## src/gpt_div.sv

```systemverilog
`timescale 1ns / 1ps

module gpt_div #(
  parameter int NW = 49,
  parameter int DW = 10
) (
  input  logic          clk,
  input  logic          rst,
  input  logic          start,
  input  logic [NW-1:0] num,
  input  logic [DW-1:0] den,
  output logic          done,
  output logic [NW-1:0] quo
);

  localparam int CW = $clog2(NW);

  logic          busy;
  logic [CW-1:0] cnt;
  logic [DW-1:0] rem;
  logic [DW-1:0] dv;
  logic [DW:0]   rem_sh;
  logic          qbit;
  logic [DW:0]   rem_sub;

  // Restoring division, one quotient bit per cycle.
  assign rem_sh  = {rem, quo[NW-1]};
  assign qbit    = rem_sh >= {1'b0, dv};
  assign rem_sub = rem_sh - {1'b0, dv};

  always_ff @(posedge clk) begin
    if (rst) begin
      busy <= 1'b0;
      done <= 1'b0;
    end else begin
      done <= 1'b0;
      if (start) begin
        busy <= 1'b1;
        cnt  <= '0;
        rem  <= '0;
        quo  <= num;
        dv   <= den;
      end else if (busy) begin
        rem <= qbit ? rem_sub[DW-1:0] : rem_sh[DW-1:0];
        quo <= {quo[NW-2:0], qbit};
        cnt <= cnt + 1'b1;
        if (cnt == CW'(NW - 1)) begin
          busy <= 1'b0;
          done <= 1'b1;
        end
      end
    end
  end

endmodule

```

## config.mk

```make
export PLATFORM = sky130hd
export DESIGN_NAME = gpt_div
export DESIGN_NICKNAME = d
export VERILOG_FILES = /design/src/gpt_div.sv
export SDC_FILE = /design/constraint.sdc
export NUM_CORES = 1
export LEC_CHECK = 0
export ABC_AREA = 1
export BUFFER_PORTS_ARGS = -buffer_cell sky130_fd_sc_hd__buf_4
export CAP_MARGIN = 20
export CORE_ASPECT_RATIO = 1.75
export CORE_UTILIZATION = 25
export DETAILED_ROUTE_END_ITERATION = 16
export GPL_TIMING_DRIVEN = 0
export HOLD_SLACK_MARGIN = 0.06
export PLACE_DENSITY = 0.45
export SYNTH_ARGS = -nofsm -noshare
export SYNTH_HDL_FRONTEND = slang
export SYNTH_SLANG_ARGS = --single-unit
```

## constraint.sdc

```tcl
create_clock -name clk -period 4 [get_ports clk]
set_input_delay 0 -clock clk [delete_from_list [all_inputs] [get_ports clk]]
set_output_delay 0 -clock clk [all_outputs]
set_load 0.01 [all_outputs]
```

After elaboration in Yosys (flattened, before gate mapping)
Index checks and enable logic that the tools add are counted.
{ "word_totals": {"reg_bits": 77, "rom_bits": 0, "memories": 0, "latchBits": 0, "ramBits": 0, "inputBits": 62, "word_cells": 25, "out_inout_bits": 50} }
{ "op_classes": {"eq_ne": 1, "n_mux": 9, "n_shift": 0, "reduce_logical": 4, "n_addsub": 2, "order_cmp": 1, "bitwise": 2, "mul": 0, "div": 0} }
{ "op_table": {"columns": ["op", "n"], "rows": [
  ["$mux W49", 2],
  ["$mux W10", 2],
  ["$ge A11 B10 Y1", 1],
  ["$sub A10 B10 Y10", 1],
  ["$add A6 B1 Y6 const B", 1],
  ["$eq A6 B6 Y1 const B", 1],
  ["$mux W6", 1],
  ["$mux W1", 4],
  ["$reduce_and A2 Y1", 2],
  ["$reduce_or A3 Y1", 1],
  ["$not A1 Y1", 2],
  ["$reduce_bool A2 Y1", 1]
]} }

Longest topological paths before layout
Gate-level depths: netlist (run 1).
{ "depth": {"ltp_word": 4, "mapped_depth": 13} }

Least setup slack after synthesis (run 1)
Ideal clock, no wire load.
{ "synth_path": {"path_type": "register to register", "startpoint": "reg busy", "endpoint": "reg cnt[0] (enable)", "path_slack_ns": -0.060, "path_buffers": 0, "required_ns": 3.488, "t_arrival_ns": 3.549, "synth_period_minus_slack_ns": 4.060, "stages_incl_launch_ff": 3, "cell_sequence": "dfxtp_1 > inv_1 > a21oi_1"} }
{ "synth_between": {"elab_chain_len": 2} }
{ "synth_lines": {"columns": ["element", "line_no", "source"], "rows": [
  ["from (decl)", "18", "logic busy;"],
  ["from (signal assigned)", "33", "busy <= 1'b0;"],
  ["from (signal assigned)", "38", "busy <= 1'b1;"],
  ["from (signal assigned)", "48", "busy <= 1'b0;"],
  ["$reduce_bool A2 Y1 (no source line)", null, null],
  ["$reduce_and A2 Y1 (no source line)", null, null],
  ["to (signal assigned)", "46", "cnt <= cnt + 1'b1;"],
  ["to (decl)", "19", "logic [CW-1:0] cnt;"]
]} }
No other way between the ends.
A chain may end at the register's enable or synchronous reset.

Final worst setup path (run 1)
{ "layout_path": {"startpoint": "reg quo[48]", "endpoint": "reg rem[6] (data pin)"} }
{ "layout_between": {"elab_chain_len": 3, "elab_cells_between_ends": 4, "classes_between": "add/sub (1); order compare (1); mux (2)"} }
{ "layout_lines": {"columns": ["element", "line_no", "source"], "rows": [
  ["from (decl)", "13", "output logic [NW-1:0] quo"],
  ["from (signal assigned)", "41", "quo <= num;"],
  ["from (signal assigned)", "45", "quo <= {quo[NW-2:0], qbit};"],
  ["$sub A10 B10 Y10 / $ge A11 B10 Y1 (equally long branches)", "29, 28", null],
  ["$mux W10 (*)", "44", "rem <= qbit ? rem_sub[DW-1:0] : rem_sh[DW-1:0];"],
  ["$mux W10 (*)", "43", "end else if (busy) begin"],
  ["to (signal assigned)", "44", null],
  ["to (decl)", "20", "logic [DW-1:0] rem;"]
]} }
Mark *: on every way between the ends. The rest lies on a longest branch, timed or not. The select of a mux whose other input is x is not followed.

==> flow_summary.toml, run 1 <==
[status]
status = "complete, no violations"

[critical_path]
crit_chain = "inv_1, ha_1, inv_1, fa_1, nand3_1, nand2_1, nand2_1, nand3b_1, nand2_1, nand2_1, nand2_1, nor2_1"
cp_common_cell = "nand2_1"
slowest_stage = "edfxtp_1"
path_depth = 12
r2r_cells = 12
required_ps = 4090
cp_max_fo = 4
cp-end-kind = "flip-flop"
worstSetupPathType = "reg -> reg"
critical-path-top-delay-family = "simple AND/OR/NAND/NOR gates"
worstPathArrival_ps = 2180
cp-start-kind = "flip-flop"
path_buf_inv = 2
slowest_delay_ps = 440

[synthesis]
ys_seq_elements = 77
syn_nets = 493
synth_area_sq_um = 3847
yosys_warnings = 0
synthCells = 418
synth_edf_count = 75
synth_cell_type_count = 32
avgSynthCellArea_sq_um = 9.204
synth_seq_area_share_pct = 59.58
yosys_most_used_dff = "edfxtp_1"
synth-async-reset-ratio_pct = 0

[sta]
fin_crit_sh_pct = 52.27
setup_viol = 0
timing.fmax_mhz = 478.3
period_needed_ps = 2091
rsz0062_at_grt = "false"
clock-skew-final_ps = 6.299
tightest_slew_ps = 581.0
max_slew_margin_pct = 61.18
slew_viol_final = 0
finalHoldViolCount = 0
final.setup.tns_ps = 0
whs_ps = 136.5

[final_layout]
final_common_cell = "nand2_1"
nNetsFinal = 678
final_cell_mix = "nand2_1 (201), buf_4 (110), edfxtp_1 (75)"
syn2layout_area_growth_pct = 53.11
fin_util_pct = 39.31
antenna_cells = 0
drive_above_1_share_pct = 24.34

[grt]
grt_pass1_vias = 3592
grt_pass1_wl_um = 17290
grt_max_degree = 29
overflow = 0
antenna_found_initial = 0
grt_usage_pct = 14.56

[placed_design]
dpl.hpwl_um = 8109
port-buffer-count = 110
gp_congestion = 0.8534

[min_path]
min_path_cells = 3
min_path_type = "in -> reg"

[power_and_ir_drop]
leakage_nw = 2.764
vdd_drop_max_v = 0.0001999
p_per_area_nw_per_um2 = 393.9

[drt]
vias = 3382
firstDrtPassIters = 4
detail-route-antenna-nets = 0
drtIter0Drc = 108
wire_per_inst_um = 13.57
drc = 0
viasPerCell = 4.276
wl_um = 10730

[clock_network]
cts.sinks = 77
clockBufferDepth = 2
cts_max_level = 3
cts_root_buf = "clkbuf_16"
cts-buffers-inserted = 9
clkSlewWorstSetupHoldPaths_ps = 60
clkLatencyLatePin_ps = 340
cts_tree = "yes"

[die]
fp.dieH_um = 166.1
io_pins = 112
initial_core_util_pct = 25.67
core_area_sq_um = 14990
die_w_um = 95.78
rows = 59
die-area_sq_um = 15910

[run]
drv_cap = 0
-- stage by stage --
step | std cells | worst slack (ps) | area (sq um) | total power, W
finish | 791 | 1909 | 5891 | 0.002320
floorplan | 418 | 1388 | 3851 | 0.001241
CTS | 791 | 1888 | 5891 | 0.002356
detailed placement | 714 | 1899 | 4965 | 0.001419
global route | 791 | 1713 | 5891 | 0.002431
global placement | 711 | 181.6 | 4906 | 0.001410
-- path summary, 6_finish.rpt --
kind,startpoint,to,slack [ps]
worst min register to register,quo[36],quo[37],550
worst min-delay path,start,quo[48],140
worst max-delay path,quo[48],rem[6],1910
worst max register to register,quo[48],rem[6],1910
-- report_power, final --
group          internal [W]  switching (W)  leakage (nW)  total, W
registers          0.000962      0.0000350         0.738  0.000997
logic              0.000213       0.000234          1.88  0.000447
clock network      0.000543       0.000333         0.151  0.000876
total               0.00172       0.000602          2.76   0.00232
-- layer usage --
layer  wire length, um  GRT usage, %  share of wire (%)  vias to the layer above
met3               545         3.297                5.1                       18
met2              6077         27.58                 57                      113
met4               241         6.489                2.2                        0
met1              3870         14.41                 36                     1542
li1                  -             -                  -                     1709
met5                 0             0                  0                        -
-- what timing repair did --
action,4_1_cts,5_1_grt
hold endpoints to repair,61,0
buffers inserted,0,0
resized for setup,0,0
hold buffers,61,0
-- state kept, by name, summed over array words and instances, names as in the netlist --
register,flops
quo,49
dv,10
rem,10
cnt,6
busy,1
done,1
-- cell usage after synthesis, types with 3 or more instances --
master / n / area (sq um)
nand4_1: 3 / 18.77
nand3_1: 8 / 40.04
edfxtp_1: 75 / 2252
nand3b_1: 3 / 22.52
nor2_1: 31 / 116.4
xor2_1: 3 / 26.28
nand2_1: 201 / 754.5
ha_1: 12 / 150.1
clkbuf_1: 9 / 33.78
o21ai_2: 5 / 43.79
inv_1: 37 / 138.9
a21oi_1: 7 / 35.03
-- layout make-up --
| class | count | area [sq um] |
|---|---|---|
| flip-flops and latches | 77 | 2292 |
| plain buffers | 13 | 62.56 |
| fillers | 1534 | 9095 |
| multi-input cells | 290 | 1361 |
| clock inverters | 7 | 90.09 |
| well taps | 183 | 229.0 |
| inverters | 38 | 142.6 |
| repair buffers | 174 | 1488 |
| clock buffers | 9 | 225.2 |
-- cells by family (layout without fill, tap and decap cells) --
kind of cell             count (synthesis)  count (layout)  share of synthesized area [%]
buffers and inverters                   51             241                          5.333
XOR/XNOR                                 4               4                         0.9107
adder cells (fa/ha/maj)                 13              13                          4.423
AND/OR/NAND/NOR                        258             258                          27.15
AO/OA/AOI/OAI                           15              15                          2.601
flip-flops                              77              77                          59.58
-- worst register-to-register path, delay by kind of cell, from the launching register on --
| kind | cells | cell delay, ps |
|---|---|---|
| AND/OR/NAND/NOR | 8 | 660 |
| adder cells (fa/ha/maj) | 2 | 540 |
| flip-flops | 1 | 440 |
| buffers and inverters | 2 | 180 |
No activity file was read; power rests on OpenSTA's default activity.
==> inputs of run 2 (changes only) <==
==> constraint.sdc (replaced) <==
create_clock -name clk -period 1.79 [get_ports clk]
set_input_delay 0 -clock clk [delete_from_list [all_inputs] [get_ports clk]]
set_output_delay 0 -clock clk [all_outputs]
set_load 0.01 [all_outputs]
==> run 2 against run 1 <==
Against the previous run: the flow now finishes with violations (setup timing); core utilization increased by 3.1 points; clock-buffer cell count is the same; non-clock buffer count rose by 26; die area unchanged; cell area rose by 7.8%; sequential share of layout area decreased by 2.8 points; clock skew increased by 2.0 ps; wire length is 5.3% higher; critical path type unchanged; register-to-register slack worse by 2100 ps; worst setup slack worse by 2100 ps; first-iteration DRC count is 16% lower; combinational power increased to 2.9 times the previous value.
==> flow_summary.toml, run 2 (synthesized netlist as in run 1, its figures left out) <==
[final_layout]
stdcell_area_sq_um = 6349
seqCellArea_sq_um = 2293
syn2layout_area_growth_pct = 65.01
antenna_cells = 0
regMostFlops = "quo"
final_cell_mix = "nand2_1 (187), buf_4 (134), edfxtp_1 (75)"
multi_input_area_sq_um = 1588
fill_cells = 1473
drive_above_1_share_pct = 33.91
final_common_cell = "nand2_1"
largest_reg_flops = 49
top_regs = "quo: 49 flops, dv: 10 flops, rem: 10 flops"
nNetsFinal = 704

[grt]
grt_max_degree = 29
grt_pass1_vias = 3653
antenna_found_initial = 0
grt_pass1_wl_um = 17840
grt_usage_pct = 14.74
overflow = 0

[drt]
vias = 3530
detail-route-antenna-nets = 0
wl_um = 11300
drc = 0
wire_per_inst_um = 13.83
viasPerCell = 4.321
firstDrtPassIters = 4
drtIter0Drc = 91

[sta]
max_slew_margin_pct = 60.78
rsz0062_at_grt = "true"
whs_ps = 72.43
slew_viol_final = 0
final.setup.tns_ps = -1825
period_needed_ps = 1997
fin_crit_sh_pct = 111.6
clock-skew-final_ps = 8.339
tightest_slew_ps = 587.1
setup_viol = 11
finalHoldViolCount = 0
fin_ws_ps = -207.2
timing.fmax_mhz = 500.7

[placed_design]
place_ws_ps = -305.6
dpl.hpwl_um = 8102
port-buffer-count = 110
place_area_sq_um = 4991
gp_congestion = 0.8480

[die]
rows = 59
die_w_um = 95.78
core_area_sq_um = 14990
io_pins = 112
initial_core_util_pct = 25.67
die-area_sq_um = 15910
fp.dieH_um = 166.1

[clock_network]
cts.sinks = 77
clkLatencyLatePin_ps = 330
cts-buffers-inserted = 9
clockBufferDepth = 2
clkSlewWorstSetupHoldPaths_ps = 60
cts_max_level = 3
cts_root_buf = "clkbuf_16"
cts_tree = "yes"

[critical_path]
worstSetupPathType = "reg -> reg"
slowest_stage = "edfxtp_1"
slowest_delay_ps = 460
cp_max_fo = 5
cp-end-kind = "flip-flop"
cp_common_cell = "nand2_4"
cp-start-kind = "flip-flop"
worstPathArrival_ps = 2080
critical-path-top-delay-family = "flip-flops"
path_buf_inv = 3
required_ps = 1870
crit_chain = "ha_4, nand2_4, inv_2, a21oi_4, nand2_2, nand2_4, nand2_8, buf_4, clkbuf_16, o21ai_2, nor2_1"

[power_and_ir_drop]
vdd_drop_max_v = 0.0004307
p_per_area_nw_per_um2 = 863.8
total_power_w = 0.005484
leakage_nw = 2.916

[status]
violations = "setup timing"
status = "finished with violations"

[run]
drv_cap = 0

[min_path]
min_path_type = "in -> reg"
run 2: cell count changes in the layout (fill, tap and decap cells not counted), sizes merged:
| cell | before | now |
|---|---|---|
| inv | 38 | 37 |
| dlygate4sd3 | 61 | 60 |
| clkbuf | 18 | 19 |
| buf | 117 | 143 |
| clkinv | 3 | 4 |
run 2: cell type report:
type                       instances  area share [%]
buffer                            13          0.9854
clock buffer                       9           3.547
clock inverter                     7           1.419
inverter                          38           2.306
multi-input combinational        290           25.01
sequential                        77           36.13
tap                              183           3.607
timing repair buffer             200           27.00
run 2: routing by layer:
layer  vias to the layer above  GRT usage (%)  wire length (um)
met5                         -              0                 0
met4                         0          6.100               378
met3                        26          3.526               572
met2                       120          26.86              6038
met1                      1620          15.68              4309
li1                       1764              -                 -
run 2: worst reg2reg max path, delay by kind of cell (launching register included):
kind	cells	cell delay [ps]
flops	1	460
simple gates	5	400
compound gates	2	230
fa+ha+maj	1	310
buf+inv	3	360
run 2: final timing paths:
kind / slack, ps / from / cells after the start / end
worst min register to register: 480 / busy / 2 / done
worst min-delay path: 70 / start / 2 / done
worst max register to register: -210 / rem[5] / 11 / rem[4]
worst max-delay path: -210 / rem[5] / 11 / rem[4]
run 2: power by group:
| group | internal, W | switching [W] | total (W) |
|---|---|---|---|
| clock network | 0.00121 | 0.000745 | 0.00196 |
| logic | 0.000658 | 0.000632 | 0.00129 |
| registers | 0.00215 | 0.0000848 | 0.00224 |
run 2: through the flow:
step           std cells  utilization [%]
3_5_place_dp         714            33.31
4_1_cts              808            41.15
2_1_floorplan        418                -
5_1_grt              817            42.36
6_report             817            42.36
3_3_place_gp         711            32.96
run 2: timing repair:
action	CTS	global route
setup endpoints to repair	11	11
hold buffers	60	0
gates cloned	0	1
setup buffers	18	8
pin swaps	19	12
gates resized for setup	24	23
endpoints found under the hold margin	61	0
